File: src/rtl/debug_run_control_macros.svh
// Assertion macros shared by the debug run control RTL.
// Each macro expects clk and rst_n in the scope where it is used.
`ifndef DEBUG_RUN_CONTROL_MACROS_SVH
`define DEBUG_RUN_CONTROL_MACROS_SVH

// Condition holds at every clock edge out of reset.
`define DRC_ASSERT_ALWAYS(lbl, cond, msg) \
    lbl: assert property (@(posedge clk) disable iff (!rst_n) (cond)) \
        else $error(msg);

// Consequence holds in the same cycle as the antecedent.
`define DRC_ASSERT_SAME(lbl, ante, cons, msg) \
    lbl: assert property (@(posedge clk) disable iff (!rst_n) (ante) |-> (cons)) \
        else $error(msg);

// Consequence holds in the cycle after the antecedent.
`define DRC_ASSERT_NEXT(lbl, ante, cons, msg) \
    lbl: assert property (@(posedge clk) disable iff (!rst_n) (ante) |=> (cons)) \
        else $error(msg);

`endif

File: src/rtl/drc_pkg.sv
// Shared types and constants for the debug run control block.
// No dependencies; every other file but drc_ram and the macros header imports this package.
package drc_pkg;

    localparam int BP_ENTRIES_DFLT  = 16;
    localparam int TRACE_DEPTH_DFLT = 32;
    localparam int MEM_BYTES        = 4096;
    localparam int ADDR_EXT_W       = 17;

    localparam int PC_W    = 12;
    localparam int SP_W    = 5;
    localparam int WORD_W  = 16;
    localparam int IDX_W   = 5;
    localparam int COUNT_W = 6;
    localparam int TICK_W  = 10;
    localparam int TICK_CAP = 1000;
    localparam logic [TICK_W-1:0] PACE_RESET = TICK_W'(2);

    localparam int CFG_ADDR_W = 3;
    localparam logic CFG_IDX_PACE = 1'b0;

    localparam logic [3:0] MODE_TICK      = 4'd0;
    localparam logic [3:0] MODE_BP_ADD    = 4'd1;
    localparam logic [3:0] MODE_BP_REMOVE = 4'd2;
    localparam logic [3:0] MODE_BP_CLEAR  = 4'd3;
    localparam logic [3:0] MODE_STEP      = 4'd4;
    localparam logic [3:0] MODE_STEP_OVER = 4'd5;
    localparam logic [3:0] MODE_RESUME    = 4'd6;
    localparam logic [3:0] MODE_PAUSE     = 4'd7;
    localparam logic [3:0] MODE_RUN_ONE   = 4'd8;
    localparam logic [3:0] MODE_RETIRE    = 4'd9;
    localparam logic [3:0] MODE_READ_TRC  = 4'd10;

    typedef struct packed {
        logic [3:0]        mode;
        logic [PC_W-1:0]   cur_pc;
        logic [SP_W-1:0]   cur_sp;
        logic [WORD_W-1:0] fetched_word;
        logic [IDX_W-1:0]  trace_index;
    } drc_in_t;

    typedef struct packed {
        logic               execute_now;
        logic               running;
        logic               stepping_over;
        logic               step_over_waiting;
        logic               hit_breakpoint;
        logic               status;
        logic [PC_W-1:0]    trace_pc;
        logic [WORD_W-1:0]  trace_word;
        logic [COUNT_W-1:0] trace_count;
    } drc_out_t;

    typedef struct packed {
        logic latch;
        logic exec;
        logic capture;
        logic load_out;
    } drc_cmd_t;

    typedef struct packed {
        logic is_read;
    } drc_stat_t;

endpackage

File: src/rtl/debug_run_control.sv
// Top level of the debug run control block: APB register, sequencer and datapath.
// Depends on drc_pkg, drc_ctrl, drc_dpath (and through it drc_ram).
//
//  channel | direction | handshake           | payload
//  --------+-----------+---------------------+----------------------------------
//  in      | request   | in_valid / in_stall | drc_in_t: mode, pc, sp, word, idx
//  out     | result    | out_valid/out_stall | drc_out_t: grant, flags, trace
//  apb     | config    | psel/penable/pready | pace_interval_ticks at offset 0
//
// One request at a time: the sequencer latches, executes and delivers in turn, and
// a trace read adds a capture step for the registered RAM port.
// A request is taken while the previous result still waits in the output register;
// a stalled result holds the sequencer in its deliver step.
// rst_n clears all control state at once; breakpoint addresses and the trace RAM
// are not cleared and need no sweep.
module debug_run_control #(
    parameter int BP_ENTRIES  = drc_pkg::BP_ENTRIES_DFLT,
    parameter int TRACE_DEPTH = drc_pkg::TRACE_DEPTH_DFLT
) (
    input  logic                             clk,
    input  logic                             rst_n,
    input  logic                             in_valid,
    output logic                             in_stall,
    input  drc_pkg::drc_in_t                 in_data,
    output logic                             out_valid,
    input  logic                             out_stall,
    output drc_pkg::drc_out_t                out_data,
    input  logic                             psel,
    input  logic                             penable,
    input  logic                             pwrite,
    input  logic [drc_pkg::CFG_ADDR_W-1:0]   paddr,
    input  logic [31:0]                      pwdata,
    output logic [31:0]                      prdata,
    output logic                             pready
);
    import drc_pkg::*;

    logic [TICK_W-1:0] pace_reg;
    drc_cmd_t          cmd;
    drc_stat_t         stat;

    assign pready = 1'b1;

    always_ff @(posedge clk or negedge rst_n)
    begin
        if (!rst_n)
        begin
            pace_reg <= PACE_RESET;
        end
        else if (psel && penable && pwrite && pready && (paddr[2] == CFG_IDX_PACE))
        begin
            pace_reg <= pwdata[TICK_W-1:0];
        end
    end

    assign prdata = (paddr[2] == CFG_IDX_PACE) ? 32'(pace_reg) : '0;

    drc_ctrl u_ctrl (
        .clk       (clk),
        .rst_n     (rst_n),
        .in_valid  (in_valid),
        .in_stall  (in_stall),
        .out_valid (out_valid),
        .out_stall (out_stall),
        .stat      (stat),
        .cmd       (cmd)
    );

    drc_dpath #(
        .BP_ENTRIES  (BP_ENTRIES),
        .TRACE_DEPTH (TRACE_DEPTH)
    ) u_dpath (
        .clk      (clk),
        .rst_n    (rst_n),
        .cmd      (cmd),
        .stat     (stat),
        .in_data  (in_data),
        .pace     (pace_reg),
        .out_data (out_data)
    );

endmodule

File: src/rtl/drc_ram.sv
// Generic simple dual-port RAM: one write port, one registered read port.
// No dependencies.
module drc_ram #(
    parameter int WIDTH = 28,
    parameter int DEPTH = 32
) (
    input  logic                                       clk,
    input  logic                                       we,
    input  logic [((DEPTH > 1) ? $clog2(DEPTH) : 1)-1:0] waddr,
    input  logic [WIDTH-1:0]                           wdata,
    input  logic [((DEPTH > 1) ? $clog2(DEPTH) : 1)-1:0] raddr,
    output logic [WIDTH-1:0]                           rdata
);

    logic [WIDTH-1:0] mem [DEPTH];
    logic [WIDTH-1:0] rdata_reg;

    always_ff @(posedge clk)
    begin
        if (we)
        begin
            mem[waddr] <= wdata;
        end
        rdata_reg <= mem[raddr];
    end

    assign rdata = rdata_reg;

endmodule

File: src/rtl/drc_ctrl.sv
// Sequencer for the debug run control block: accept, execute, trace read, deliver.
// Depends on drc_pkg for the command and status structs.
module drc_ctrl (
    input  logic                clk,
    input  logic                rst_n,
    input  logic                in_valid,
    output logic                in_stall,
    output logic                out_valid,
    input  logic                out_stall,
    input  drc_pkg::drc_stat_t  stat,
    output drc_pkg::drc_cmd_t   cmd
);
    import drc_pkg::*;

    typedef enum logic [3:0] {
        ST_IDLE = 4'b0001,
        ST_EXEC = 4'b0010,
        ST_READ = 4'b0100,
        ST_DONE = 4'b1000
    } drc_state_t;

    drc_state_t state_reg, state_next;
    logic       out_valid_reg, out_valid_next;

    always_comb
    begin
        state_next = state_reg;
        cmd        = '0;
        unique case (state_reg)
            ST_IDLE:
            begin
                if (in_valid)
                begin
                    cmd.latch  = 1'b1;
                    state_next = ST_EXEC;
                end
            end
            ST_EXEC:
            begin
                cmd.exec   = 1'b1;
                state_next = stat.is_read ? ST_READ : ST_DONE;
            end
            ST_READ:
            begin
                cmd.capture = 1'b1;
                state_next  = ST_DONE;
            end
            ST_DONE:
            begin
                // hold the result until the output register frees up
                if (!out_valid_reg || !out_stall)
                begin
                    cmd.load_out = 1'b1;
                    state_next   = ST_IDLE;
                end
            end
            default:
            begin
                state_next = ST_IDLE;
            end
        endcase
    end

    always_comb
    begin
        out_valid_next = out_valid_reg;
        if (cmd.load_out)
        begin
            out_valid_next = 1'b1;
        end
        else if (out_valid_reg && !out_stall)
        begin
            out_valid_next = 1'b0;
        end
    end

    always_ff @(posedge clk or negedge rst_n)
    begin
        if (!rst_n)
        begin
            state_reg     <= ST_IDLE;
            out_valid_reg <= 1'b0;
        end
        else
        begin
            state_reg     <= state_next;
            out_valid_reg <= out_valid_next;
        end
    end

    assign in_stall  = (state_reg != ST_IDLE);
    assign out_valid = out_valid_reg;

endmodule

File: src/rtl/drc_dpath.sv
// Datapath: breakpoint table, run flags, pacing counter, trace ring and result registers.
// Depends on drc_pkg, drc_ram and the assertion macros header.
`include "debug_run_control_macros.svh"

module drc_dpath #(
    parameter int BP_ENTRIES  = drc_pkg::BP_ENTRIES_DFLT,
    parameter int TRACE_DEPTH = drc_pkg::TRACE_DEPTH_DFLT
) (
    input  logic                          clk,
    input  logic                          rst_n,
    input  drc_pkg::drc_cmd_t             cmd,
    output drc_pkg::drc_stat_t            stat,
    input  drc_pkg::drc_in_t              in_data,
    input  logic [drc_pkg::TICK_W-1:0]    pace,
    output drc_pkg::drc_out_t             out_data
);
    import drc_pkg::*;

    localparam int TW = $clog2(TRACE_DEPTH);
    localparam int FW = $clog2(TRACE_DEPTH + 1);
    localparam int PW = ((TW > IDX_W) ? TW : IDX_W) + 2;
    localparam int RW = PC_W + WORD_W;

    drc_in_t  item_reg;
    drc_out_t res_reg, res_next;
    drc_out_t out_reg;

    logic [BP_ENTRIES-1:0] bp_valid_reg, bp_valid_next;
    logic [PC_W-1:0]       bp_addr_reg [BP_ENTRIES];
    logic [BP_ENTRIES-1:0] bp_match;
    logic [BP_ENTRIES-1:0] bp_free_oh;
    logic                  bp_write;

    logic              run_reg, run_next;
    logic              ss_reg, ss_next;
    logic              skip_reg, skip_next;
    logic              oact_reg, oact_next;
    logic              opend_reg, opend_next;
    logic [SP_W-1:0]   tgt_reg, tgt_next;
    logic [TICK_W-1:0] ticks_reg, ticks_next;
    logic [TICK_W-1:0] tick_inc;
    logic [TICK_W-1:0] interval;

    logic [TW-1:0] head_reg;
    logic [FW-1:0] fill_reg;
    logic          rd_ok_reg;

    logic          grant;
    logic          hit;
    logic          full;
    logic          rd_ok;
    logic [PW-1:0] pos_sum;
    logic [PW-1:0] pos_wrap;
    logic [RW-1:0] ram_wdata;
    logic [RW-1:0] ram_rdata;
    logic [WORD_W-1:0] rec_word;

    always_comb
    begin
        for (int i = 0; i < BP_ENTRIES; i++)
        begin
            bp_match[i] = bp_valid_reg[i] && (bp_addr_reg[i] == item_reg.cur_pc);
        end
    end

    // lowest free slot as a one-hot vector
    assign bp_free_oh = ~bp_valid_reg & (bp_valid_reg + 1'b1);

    always_comb
    begin
        if (pace == '0)
        begin
            interval = TICK_W'(1);
        end
        else if (pace > TICK_W'(TICK_CAP))
        begin
            interval = TICK_W'(TICK_CAP);
        end
        else
        begin
            interval = pace;
        end
    end

    assign tick_inc = (ticks_reg < TICK_W'(TICK_CAP)) ? ticks_reg + 1'b1 : ticks_reg;

    always_comb
    begin
        run_next      = run_reg;
        ss_next       = ss_reg;
        skip_next     = skip_reg;
        oact_next     = oact_reg;
        opend_next    = opend_reg;
        tgt_next      = tgt_reg;
        ticks_next    = ticks_reg;
        bp_valid_next = bp_valid_reg;
        bp_write      = 1'b0;
        grant         = 1'b0;
        hit           = 1'b0;
        full          = 1'b0;
        unique case (item_reg.mode)
            MODE_TICK:
            begin
                ticks_next = tick_inc;
                if (opend_reg)
                begin
                    opend_next = 1'b0;
                    oact_next  = 1'b1;
                    tgt_next   = item_reg.cur_sp;
                    run_next   = 1'b1;
                    skip_next  = 1'b1;
                end
                if (!run_next)
                begin
                    if (ss_reg)
                    begin
                        ss_next = 1'b0;
                        grant   = 1'b1;
                    end
                end
                else if (tick_inc >= interval)
                begin
                    if (|bp_match)
                    begin
                        if (skip_next)
                        begin
                            skip_next = 1'b0;
                        end
                        else
                        begin
                            run_next  = 1'b0;
                            oact_next = 1'b0;
                            hit       = 1'b1;
                        end
                    end
                    grant = run_next;
                end
            end
            MODE_BP_ADD:
            begin
                if (!(|bp_match))
                begin
                    if (&bp_valid_reg)
                    begin
                        full = 1'b1;
                    end
                    else
                    begin
                        bp_valid_next = bp_valid_reg | bp_free_oh;
                        bp_write      = 1'b1;
                    end
                end
            end
            MODE_BP_REMOVE:
            begin
                bp_valid_next = bp_valid_reg & ~bp_match;
            end
            MODE_BP_CLEAR:
            begin
                bp_valid_next = '0;
            end
            MODE_STEP:
            begin
                if (!run_reg)
                begin
                    ss_next = 1'b1;
                end
            end
            MODE_STEP_OVER:
            begin
                if (!run_reg && !oact_reg && !opend_reg)
                begin
                    opend_next = 1'b1;
                end
            end
            MODE_RESUME:
            begin
                if (!run_reg)
                begin
                    run_next  = 1'b1;
                    skip_next = 1'b1;
                end
            end
            MODE_PAUSE:
            begin
                if (run_reg)
                begin
                    run_next   = 1'b0;
                    oact_next  = 1'b0;
                    opend_next = 1'b0;
                end
            end
            MODE_RUN_ONE:
            begin
                if (run_reg)
                begin
                    if (|bp_match)
                    begin
                        if (skip_reg)
                        begin
                            skip_next = 1'b0;
                        end
                        else
                        begin
                            run_next  = 1'b0;
                            oact_next = 1'b0;
                            hit       = 1'b1;
                        end
                    end
                    grant = run_next;
                end
            end
            MODE_RETIRE:
            begin
                if (oact_reg && (item_reg.cur_sp <= tgt_reg))
                begin
                    oact_next = 1'b0;
                    run_next  = 1'b0;
                end
            end
            default:
            begin
            end
        endcase
        if (grant)
        begin
            ticks_next = '0;
        end
    end

    // drop the recorded word when the instruction runs past the top of memory
    assign rec_word = ((ADDR_EXT_W'(item_reg.cur_pc) + 1'b1) < ADDR_EXT_W'(MEM_BYTES))
                      ? item_reg.fetched_word : '0;
    assign ram_wdata = {item_reg.cur_pc, rec_word};

    assign rd_ok    = PW'(item_reg.trace_index) < PW'(fill_reg);
    assign pos_sum  = PW'(head_reg) + PW'(TRACE_DEPTH) - PW'(fill_reg)
                      + PW'(item_reg.trace_index);
    assign pos_wrap = (pos_sum >= PW'(TRACE_DEPTH)) ? pos_sum - PW'(TRACE_DEPTH) : pos_sum;

    drc_ram #(
        .WIDTH (RW),
        .DEPTH (TRACE_DEPTH)
    ) u_trace_ram (
        .clk   (clk),
        .we    (cmd.exec && grant),
        .waddr (head_reg),
        .wdata (ram_wdata),
        .raddr (pos_wrap[TW-1:0]),
        .rdata (ram_rdata)
    );

    always_comb
    begin
        res_next = res_reg;
        if (cmd.exec)
        begin
            res_next.execute_now       = grant;
            res_next.running           = run_next;
            res_next.stepping_over     = oact_next;
            res_next.step_over_waiting = opend_next;
            res_next.hit_breakpoint    = hit;
            res_next.status            = full;
            res_next.trace_pc          = '0;
            res_next.trace_word        = '0;
            if (grant && (fill_reg < FW'(TRACE_DEPTH)))
            begin
                res_next.trace_count = COUNT_W'(fill_reg + 1'b1);
            end
            else
            begin
                res_next.trace_count = COUNT_W'(fill_reg);
            end
        end
        else if (cmd.capture && rd_ok_reg)
        begin
            res_next.trace_pc   = ram_rdata[RW-1:WORD_W];
            res_next.trace_word = ram_rdata[WORD_W-1:0];
        end
    end

    always_ff @(posedge clk or negedge rst_n)
    begin
        if (!rst_n)
        begin
            bp_valid_reg <= '0;
            run_reg      <= 1'b0;
            ss_reg       <= 1'b0;
            skip_reg     <= 1'b0;
            oact_reg     <= 1'b0;
            opend_reg    <= 1'b0;
            tgt_reg      <= '0;
            ticks_reg    <= TICK_W'(TICK_CAP);
            head_reg     <= '0;
            fill_reg     <= '0;
        end
        else if (cmd.exec)
        begin
            bp_valid_reg <= bp_valid_next;
            run_reg      <= run_next;
            ss_reg       <= ss_next;
            skip_reg     <= skip_next;
            oact_reg     <= oact_next;
            opend_reg    <= opend_next;
            tgt_reg      <= tgt_next;
            ticks_reg    <= ticks_next;
            if (grant)
            begin
                head_reg <= (head_reg == TW'(TRACE_DEPTH - 1)) ? '0 : head_reg + 1'b1;
                if (fill_reg < FW'(TRACE_DEPTH))
                begin
                    fill_reg <= fill_reg + 1'b1;
                end
            end
        end
    end

    always_ff @(posedge clk)
    begin
        if (cmd.latch)
        begin
            item_reg <= in_data;
        end
        if (cmd.exec)
        begin
            rd_ok_reg <= rd_ok;
        end
        if (cmd.exec && bp_write)
        begin
            for (int i = 0; i < BP_ENTRIES; i++)
            begin
                if (bp_free_oh[i])
                begin
                    bp_addr_reg[i] <= item_reg.cur_pc;
                end
            end
        end
        res_reg <= res_next;
        if (cmd.load_out)
        begin
            out_reg <= res_reg;
        end
    end

    assign stat.is_read = (item_reg.mode == MODE_READ_TRC);
    assign out_data     = out_reg;

    `DRC_ASSERT_ALWAYS(a_fill_bound, fill_reg <= FW'(TRACE_DEPTH), "trace fill beyond depth")
    `DRC_ASSERT_SAME(a_grant_mode, cmd.exec && grant,
        item_reg.mode == MODE_TICK || item_reg.mode == MODE_RUN_ONE, "grant outside tick or run one")
    `DRC_ASSERT_NEXT(a_hit_stops, cmd.exec && hit,
        !run_reg && !oact_reg && !res_reg.execute_now, "breakpoint hit left the run going")
    `DRC_ASSERT_NEXT(a_grant_clears, cmd.exec && grant, ticks_reg == '0, "grant kept pacing count")

endmodule

File: config.mk
export PLATFORM = sky130hd
export DESIGN_NAME = debug_run_control
export DESIGN_NICKNAME = d
export VERILOG_FILES = /design/src/rtl/drc_pkg.sv /design/src/rtl/debug_run_control.sv /design/src/rtl/drc_ram.sv /design/src/rtl/drc_ctrl.sv /design/src/rtl/drc_dpath.sv
export VERILOG_INCLUDE_DIRS = /design/src /design/src/rtl
export SDC_FILE = /design/constraint.sdc
export NUM_CORES = 1
export LEC_CHECK = 0
export BUFFER_PORTS_ARGS = -buffer_cell sky130_fd_sc_hd__buf_4
export CORE_MARGIN = 1
export CORE_UTILIZATION = 45
export DETAILED_ROUTE_END_ITERATION = 8
export PLACE_DENSITY = 0.65
export SETUP_SLACK_MARGIN = 0.4
export SLEW_MARGIN = 20
export SYNTH_ARGS = -nofsm -noshare
export SYNTH_HDL_FRONTEND = slang
export SYNTH_HIERARCHICAL = 1
export SYNTH_SLANG_ARGS = --single-unit
export TNS_END_PERCENT = 50
File: constraint.sdc
create_clock -name clk -period 6.5 [get_ports clk]
set_input_delay 0.325 -clock clk [delete_from_list [all_inputs] [get_ports clk]]
set_output_delay 0.325 -clock clk [all_outputs]
set_load 0.1 [all_outputs]
Word-level counts from Yosys, hierarchy flattened --
Memories as Yosys holds them, arrays and structs flattened. A register that Yosys moved wholly into a read port is not among the register bits. Index checks and enable logic that the tools add are counted.
Storage, ports and cells: flip-flop bits (word level) 185, memories kept 2, bits in writable memories 1088, logic and storage cells 342, bits of input ports 84, output and inout port bits 75
Operators by class: reduce and logical (&&, ||, !) cells 66, multiplexer cells 172, order comparisons 8, eq/ne operators 41, add/sub/neg operators 9, bitwise gates (word level) 7
Memory list:
- u_dpath.u_trace_ram.mem | words 32, bits a word 28, read ports 1, clocked after Yosys merged registers in 1, write ports 1, RTL line drc_ram.sv:15 | logic [WIDTH-1:0] mem [DEPTH];
- u_dpath.bp_addr_reg | words 16, bits a word 12, read ports 16, clocked after Yosys merged registers in 0, write ports 1, RTL line drc_dpath.sv:29 | logic [PC_W-1:0] bp_addr_reg [BP_ENTRIES];
Operator list (number):
- $eq 12x12->1 | 16
- $mux 12 | 15
- $reduce_or 12->1 | 15
- $mux 1 | 118
- $mux 4 | 18
- $mux 10 | 6
- $mux 16 | 3
- $pmux 16 s3 | 1
- $and 16x16->16 | 2
- $not 16->16 | 2
- $logic_and 1x1->1 | 27
- $eq 4x3->1 const B | 5
- $lt 17x13->1 const B | 1
- $reduce_or 17->1 | 1
- $add 16x1->16 const B | 1
- $eq 4x4->1 const B | 4
- $or 16x16->16 | 1
- $pmux 4 s4 | 1
- $reduce_and 16->1 | 1
- $reduce_or 16->1 | 1
- $add 12x1->13 const B | 1
- $eq 4x2->1 const B | 3
- $ne 2x2->1 const B | 6
- $add 10x1->10 const B | 1
- 34 further kinds | 53

Depth between registers and ports, before layout --
Gate-level depths: netlist (run 1). An unclocked memory read counts as a cell.
depth after elaboration 25, mapped depth 16, mapped depth without buffers 15

Hierarchy --
The synthesis (run 1) kept the hierarchy.
By module, submodules not included:
- drc_ram | seq. area each 27466.3 µm², cells each 1984, times used 1, area an instance 35447.7 µm²
- drc_dpath | seq. area each 10362.4 µm², cells each 1222, times used 1, area an instance 16372.0 µm²
- debug_run_control | seq. area each 251.5 µm², cells each 58, times used 1, area an instance 683.2 µm²
- drc_ctrl | seq. area each 126.4 µm², cells each 26, times used 1, area an instance 265.3 µm²

Worst setup path after synthesis (run 1) --
OpenSTA, ideal clock, no wires.
path kind reg-to-reg, from reg u_dpath/item_reg[29] (netlist name), to mem u_dpath.u_trace_ram.mem[28][0], enable pin, stages on the path, launching flop included 13, path slack 1536 ps, clock period less this slack 4964 ps, data arrival time 4551 ps, data required time 6087 ps, buffers on the path 3, library setup time 413 ps, path through edfxtp_1 > buf_6 > buf_8 > xor2_1 > nor4_1 > nand4_1 > nand4_2 > nor4_4 > o22ai_2 > nor2_2 > or3b_2 > clkbuf_1 > nor2_1
Between the ends: word-level cells in the longest chain between the ends 10, elaborated cells between the ends (all ways) 42, classes of those cells 16 x eq/ne; 8 x mux; 18 x reduce/logical
Ends and longest elaborated chain:
- start, declared | RTL line drc_dpath.sv:24 | drc_in_t item_reg;
- start signal, assigned | RTL line drc_dpath.sv:322 | item_reg <= in_data;
- $eq 12x12->1 | RTL line drc_dpath.sv:62 | bp_match[i] = bp_valid_reg[i] && (bp_addr_reg[i] == item_reg.cur_pc);
- $logic_and 1x1->1 | RTL line drc_dpath.sv:62
- $reduce_or 16->1 * | RTL line drc_dpath.sv:123, drc_dpath.sv:197
- $mux 1 | RTL line drc_dpath.sv:123 | if (|bp_match)
- $mux 1 | RTL line drc_dpath.sv:121 | else if (tick_inc >= interval)
- $mux 1 | RTL line drc_dpath.sv:113 | if (!run_next)
- $pmux 1 s2 * | RTL line drc_dpath.sv:101 | unique case (item_reg.mode)
- $logic_and 1x1->1 * | RTL line drc_dpath.sv:246 | .we (cmd.exec && grant),
- $mux 1 * | RTL line drc_ram.sv:20 | if (we)
- $mux 1 (not written as such) * | RTL line drc_ram.sv:22 | mem[waddr] <= wdata;
- end, declared | RTL line drc_ram.sv:15
Every way passes the cells marked *; elsewhere a longest branch is shown, timed or not.

Worst setup path after layout (run 1) --
from reg u_dpath/item_reg[28] (netlist name), to mem u_dpath.u_trace_ram.mem[28][7], enable pin
Same word-level chain as after synthesis.

==> summary.md, run 1 <==
| Metric | Value |
|---|---|
| Die area | between 100,000 and 150,000 µm² |
| Max cap viols | 0 |
| Synth Cell Area | ~53,000 µm² |
| Post-synth EDFFs | approximately 1,200 |
| Critical path endpoint category | register |
| Vias in the first global route | 27,890 |
| GRT overflow | 0 |
| Number of cell rows | around 130 |
| Largest net degree at the start of global routing | around 130 |
| I/O pins | 159 |
| Post-CTS Setup Inserts | 0 |
| WP data required | roughly 7 ns |
| Unrepaired setup endpoints after global routing | false |
| Arrival time at the worst endpoint | 5.59 ns |
| Die W | roughly 340 µm |
| Longest Clk Path Bufs | 3 |
| CP Launch Type | register |
| Area of the core | 116,200 µm² |
| Asr flop ratio synth | roughly 4.8% |
| Status | finished, final reports clean |
| FILL cells | 9,249 |
| Cell variety after synth | 85 |
| Post-synthesis sequential area ratio | 72.40% |
| Setup TNS | 0 ns |
| Flop pwr share | between 30% and 40% |
| Final min period | approximately 5.2 ns |
| Initial core utilization | approximately 45% |
| Worst slew margin | approximately a quarter |
| Port bufs | 111 |
| Nets | 3,648 |
| Finished Cell Area | around 60,000 µm² |
| Worst Clk Skew | around 0.043 ns |
| FMAX | ~190 MHz |
| Gr usage total | between 10% and 20% |
| Max IR drop VDD | ~0.0005 V |
| Ranking of synthesized cells by area | edfxtp_1 67%, mux2i_1 8.5%, xor2_1 3.3% |
| Clock tree from TritonCTS | done |
| Clock power share | 28.4% |
| DP Wirelength | about 65,000 µm |
| Final wirelength | roughly 120,000 µm |
| Slew @ Worst Pin | roughly 1.1 ns |
| Crit Path Max Fanout | 16 |
| Pwr Density | between 400 and 500 nW/µm² |
| WS Path Type | register to register |
| Initial DRC count | roughly 2,500 |
| Share of cells above drive strength 1 | ~14% |
| Count leader, synth | edfxtp_1 |
| Pleak | between 20 and 25 nW |
| Die H | approximately 340 µm |
| First-pass GRT wire length | between 150,000 and 200,000 µm |
| Clock Pin Slew Worst Setup and Hold Paths | approximately 0.060 ns |
| Residual DRC count | 0 |
| Area fraction of the dominant cell type after synthesis | about two thirds |
| Fin crit share | just under 80% |
| Internal | approximately 17 mW |
| DR vias | 28,540 |
| Max reg flops | 896 |
| Post-synthesis cell count | about 3,300 |
| Sw Ratio | about a third |
| Antenna Violating Nets Remaining | 0 |
| Final setup viols | 0 |
| Sink Count | about 1,300 |
| Initial antenna violation count | 1 |
| Synth-to-layout area growth | 14.68% |
| Synth area leader | edfxtp_1 |
| Placed cell areas | 55,640 µm² |
| Worst-skew pair later-pin latency | between 0.7 and 0.8 ns |
| H-Tree Depth | 4 |
| Synth warnings | 6 |
| CTS Root Cell | clkbuf_16 |
| 1st-pass router iterations | 5 |
| Synthesized area per cell | between 15 and 20 µm² |
| Sw power | about 9.2 mW |
| Num CTS Buffers | 136 |
| Design Power | approximately 26 mW |
| DR vias/cell | 5.528 |
| WL/cell | about 22 µm |
| Synth top cells by count | 1,183 x edfxtp_1, 449 x mux2i_1, 197 x xor2_1 |
| Top_reg_cell synth | edfxtp_1 |
| Logic gate share of total power | 34.0% |
| Pins over their slew limit | 0 |
| Seq cells post-synth | between 1,000 and 1,500 |
| Worst Hold Class | input pin to register |
| Final hold violations | 0 |
| Gpl congestion | 0.8060 |
==> worst max-delay path, cell delays in order, from the launching register on <==
cell	delay, ns
edfxtp_1	0.91
buf_4	0.42
xor2_1	0.25
nor4_1	0.09
nand4_1	0.16
nand4_1	0.30
nor4_4	0.47
o311ai_4	0.32
nor2_2	0.22
or3b_2	0.72
nor2_4	0.66
buf_4	0.30
==> path summary, 6_finish.rpt <==
| kind | from | end | slack [ns] | cells past startpoint |
|---|---|---|---|---|
| min in group asynchronous | rst_n | pace_reg[5] | 0.25 | 2 |
| worst max register to register | u_dpath/item_reg[28] | u_dpath/u_trace_ram/mem[28][7] | 1.35 | 11 |
| max in group asynchronous | rst_n | u_dpath/bp_valid_reg[14] | 5.63 | 2 |
| worst max-delay path | u_dpath/item_reg[28] | u_dpath/u_trace_ram/mem[28][7] | 1.35 | 11 |
| worst min-delay path | pwrite | pace_reg[0] | 0.15 | 3 |
| worst min register to register | u_dpath/res_reg[4] | u_dpath/out_data[4] | 0.42 | 0 |
==> metrics by stage <==
stage / hold slack [ns] / setup WS, ns / utilization [%] / cells
after global placement: 0.4047 / 1.475 / 47.87 / 4863
after global routing: 0.1385 / 1.064 / 52.07 / 5162
after CTS: 0.1022 / 1.397 / 52.05 / 5162
final: 0.1492 / 1.348 / 52.08 / 5163
after detailed placement: 0.4045 / 1.423 / 47.88 / 4863
after floorplan: 0.02941 / 1.536 / - / 3311
==> layout by cell type (no fill, tap or decap), drive strengths merged, types with 9 or more instances in the layout <==
cell         instances
xor2               198
bufinv               9
inv                 57
nor2b               34
a31oi               32
a22oi               85
dfxtp               56
mux2                20
ha                  28
and3                13
nand3              116
edfxtp            1183
xnor2               15
o21ai               31
nor4               105
mux2i              449
a22o                65
nand4               47
dfrtp               54
nand2              180
a21oi              141
nor3                42
conb                23
clkinv              45
dlygate4sd3         55
clkbuf             183
nor2                65
buf                211
==> metal layers <==
layer,GRT usage [%],vias to the layer above,share of wire (%)
met3,2.723,180,5.0
met2,30.94,756,48
met4,5.872,0,2.1
li1,-,13140,-
met1,27.50,14460,45
met5,0,-,0
==> layout make-up <==
| class | instances | area [µm²] | area share, % |
|---|---|---|---|
| diodes | 1 | 2.502 | 0.004135 |
| clock buffers | 183 | 3695 | 6.106 |
| clock inverters | 61 | 594.3 | 0.9821 |
| inverters | 51 | 191.4 | 0.3163 |
| multi-input cells | 1776 | 13560 | 22.40 |
| flip-flops and latches | 1301 | 38210 | 63.14 |
| well taps | 1524 | 1907 | 3.151 |
| repair buffers | 266 | 2360 | 3.900 |
==> cells by family (layout without fill, tap and decap cells) <==
kind of cell	Yosys count	count (layout)	share of synthesized area, %
adder cells (fa/ha/maj)	32	32	0.8157
AND/OR/NAND/NOR	648	648	6.385
buffers and inverters	234	561	2.829
other	2	24	0.01423
XOR/XNOR	213	213	3.550
flip-flops	1301	1301	72.40
multiplexers	469	469	9.022
AO/OA/AOI/OAI	391	391	4.979
==> power groups by stage <==
| stage | combinational [mW] | clock (mW) | sequential (mW) |
|---|---|---|---|
| floorplan | 6.26 | 0 | 10.2 |
| finish | 8.98 | 7.50 | 9.96 |
| global placement | 8.84 | 0 | 10.1 |
| detailed placement | 8.92 | 0 | 10.1 |
| global route | 9.60 | 7.95 | 9.98 |
| CTS | 8.98 | 7.65 | 9.96 |
==> repair_timing <==
item / CTS / global route
hold endpoints to repair: 108 / 0
hold buffers: 55 / 0
gates resized for setup: 0 / 0
(Power assumes the default switching activity.)
==> inputs of run 2 (changes only) <==
==> constraint.sdc (replaced) <==
create_clock -name clk -period 5.1 [get_ports clk]
set_input_delay 0.255 -clock clk [delete_from_list [all_inputs] [get_ports clk]]
set_output_delay 0.255 -clock clk [all_outputs]
set_load 0.1 [all_outputs]
==> run 2 against run 1 <==
  * Register-to-register slack lost 0.64 ns
  * Fmax grew 17%
  * Design area grew 1.2%
  * Clock skew shrank 0.0046 ns
  * Critical path depth grew 3
  * Sequential share of layout area shrank 0.75 points
  * Clock-buffer cell count shrank 3
  * Worst hold slack lost 0.076 ns
==> summary.md, run 2 (synthesis results as in run 1) <==
| Metric | Value |
|---|---|
| Num CTS Buffers | 139 (+2.2%) |
| Clock Pin Slew Worst Setup and Hold Paths | 0.06 ns (about the same) |
| Gr usage total | 19.49% (+0.13 points) |
| Initial antenna violation count | 0 (-1) |
| Worst Hold Class | input pin to register |
| Worst Clk Skew | 0.03795 ns (-0.004627 ns) |
| Longest Clk Path Bufs | 3 (unchanged) |
| Die H | 344.4 µm (unchanged) |
| DR vias/cell | 5.536 (+0.14%) |
| FMAX | 227.6 MHz (+17%) |
| I/O pins | 159 (unchanged) |
| DP Wirelength | 65,290 µm (about the same) |
| DR vias | 28,740 (+0.68%) |
| H-Tree Depth | 4 (unchanged) |
| Synth-to-layout area growth | 16.06% |
| Die area | 118,600 µm² (unchanged) |
| Area of the core | 116,200 µm² (unchanged) |
| GRT overflow | 0 (unchanged) |
| Slew @ Worst Pin | 1.035 ns (-0.08121 ns) |
| FILL cells | 9,279 (+0.32%) |
| Initial DRC count | 2,340 (-4.7%) |
| WS Path Type | register to register |
| Crit Path Max Fanout | 22 (+6) |
| Status | finished, final reports clean |
| 1st-pass router iterations | 5 (unchanged) |
| First-pass GRT wire length | 173,100 µm (+0.53%) |
| Max cap viols | 0 (unchanged) |
| Initial core utilization | 45.41% (unchanged) |
| Final min period | 4.394 ns (-0.7582 ns) |
| Final hold violations | 0 (unchanged) |
| Post-place setup slack | 0.5352 ns (-0.8876 ns) |
| WL/cell | 22.27 µm (-0.25%) |
| Arrival time at the worst endpoint | 4.83 ns (-0.76 ns) |
| Sink Count | 1,301 (unchanged) |
| Most common cell after layout, fill and taps aside | edfxtp_1 |
| Largest net degree at the start of global routing | 77 (-42%) |
| Fin crit share | 86.16% (+6.9 points) |
| CP Launch Type | register |
| Critical path endpoint category | register |
| Port bufs | 111 (unchanged) |
| Worst-skew pair later-pin latency | 0.75 ns (about the same) |
| CTS Root Cell | clkbuf_16 |
| Clock tree from TritonCTS | done |
| Max IR drop VDD | 0.0005641 V (+12%) |
| Setup TNS | 0 ns (unchanged) |
| Vias in the first global route | 28,370 (+1.7%) |
| Gpl congestion | 0.8013 (-0.58%) |
| Pleak | 21.77 nW (+1.3%) |
| Die W | 344.4 µm (unchanged) |
| Number of cell rows | 125 (unchanged) |
| Post-CTS Setup Inserts | 0 (unchanged) |
| Antenna cells | 0 (-1) |
| Pwr Density | 561.4 nW/µm² (+29%) |
| Nets | 3,669 (+0.58%) |
| Residual DRC count | 0 (unchanged) |
| Share of cells above drive strength 1 | 14.62% (+0.68 points) |
| Antenna Violating Nets Remaining | 0 (unchanged) |
| Pins over their slew limit | 0 (unchanged) |
| Worst slew margin | 30.61% (+5.0 points) |
| Commonest non-fill, non-tap cells in the layout | 1,183 x edfxtp_1, 449 x mux2i_1, 197 x xor2_1 |
| Final wirelength | 115,600 µm (+0.30%) |
| Max reg flops | 896 (unchanged) |
| Final setup margin | 0.7061 ns (-0.6418 ns) |
| WP data required | 5.53 ns (-1.41 ns) |
| Unrepaired setup endpoints after global routing | false |
| Final setup viols | 0 (unchanged) |
## run 2: cell types whose count changed in the layout (fill, tap and decap cells not counted), moves of 3 or more
| cell | delta |
|---|---|
| clkinvlp_4 | +3 |
| clkbuf_8 | +3 |
| clkinv_1 | +4 |
| clkbuf_1 | -5 |
| clkinv_16 | +4 |
| buf_4 | -12 |
| buf_12 | +30 |
| clkinv_8 | +4 |
## run 2: timing repair
item	in CTS	in global routing
endpoints found under the setup margin	0	173
hold buffers	55	0
gates resized for setup	0	1
endpoints found under the hold margin	120	0
## run 2: critical path: stages (launching register included)
cell	delay, ns
dfstp_2	0.57
nand4_1	0.14
nor2_1	0.31
nor2_1	0.11
xor2_1	0.18
ha_1	0.31
o2111ai_1	0.09
o21ai_1	0.35
o221ai_1	0.26
nand3_1	0.15
o22ai_2	0.10
nor2_2	0.16
or3b_2	0.74
nor2_4	0.35
buf_12	0.23
## run 2: where the power goes
group          total (mW)  switching, mW  internal (mW)
Clock                9.76           4.12           5.64
Combinational        12.0           7.75           4.22
Sequential           12.7          0.220           12.4
## run 2: path summary, 6_finish.rpt
path                                                 endpoint                  from  depth (start not counted)  slack, ns
min in group asynchronous                         pace_reg[5]                 rst_n                          2       0.19
worst max-delay path            u_dpath/u_trace_ram/mem[4][6]  u_dpath/ticks_reg[5]                         14       0.71
worst min-delay path                              pace_reg[8]               penable                          3       0.07
worst max register to register  u_dpath/u_trace_ram/mem[4][6]  u_dpath/ticks_reg[5]                         14       0.71
max in group asynchronous                 u_dpath/fill_reg[3]                 rst_n                          2       4.29
worst min register to register           u_dpath/out_data[30]   u_dpath/res_reg[30]                          0       0.41
## run 2: routing by layer
| layer | track usage, % | up-vias | wire length (µm) | share of wire [%] |
|---|---|---|---|---|
| met3 | 3.290 | 161 | 6040 | 5.2 |
| met5 | 0 | - | 0 | 0 |
| li1 | - | 13180 | - | - |
| met2 | 31.82 | 795 | 55440 | 48 |
| met4 | 5.789 | 0 | 2486 | 2.2 |
| met1 | 26.76 | 14600 | 51660 | 45 |
## run 2: cell type report
| class | instances | area (µm²) | area share (%) |
|---|---|---|---|
| clock buffers | 180 | 3692 | 6.029 |
| multi-input cells | 1776 | 13570 | 22.15 |
| repair buffers | 284 | 2870 | 4.687 |
| inverters | 51 | 191.4 | 0.3126 |
| flip-flops and latches | 1301 | 38210 | 62.39 |
| well taps | 1524 | 1907 | 3.114 |
| clock inverters | 75 | 808.3 | 1.320 |
## run 2: metrics by stage
| step | cells | util (%) | cell area (µm²) | power, mW | hold WS (ns) |
|---|---|---|---|---|---|
| after floorplan | 3311 | - | 52850 | 20.95 | -0.04059 |
| after global placement | 4881 | 48.30 | 56130 | 24.61 | 0.4046 |
| after detailed placement | 4881 | 48.33 | 56160 | 24.72 | 0.4045 |
| after CTS | 5191 | 52.68 | 61210 | 34.51 | 0.02214 |
| after global routing | 5191 | 52.70 | 61240 | 35.83 | 0.05109 |
| final | 5191 | 52.70 | 61240 | 34.38 | 0.07342 |
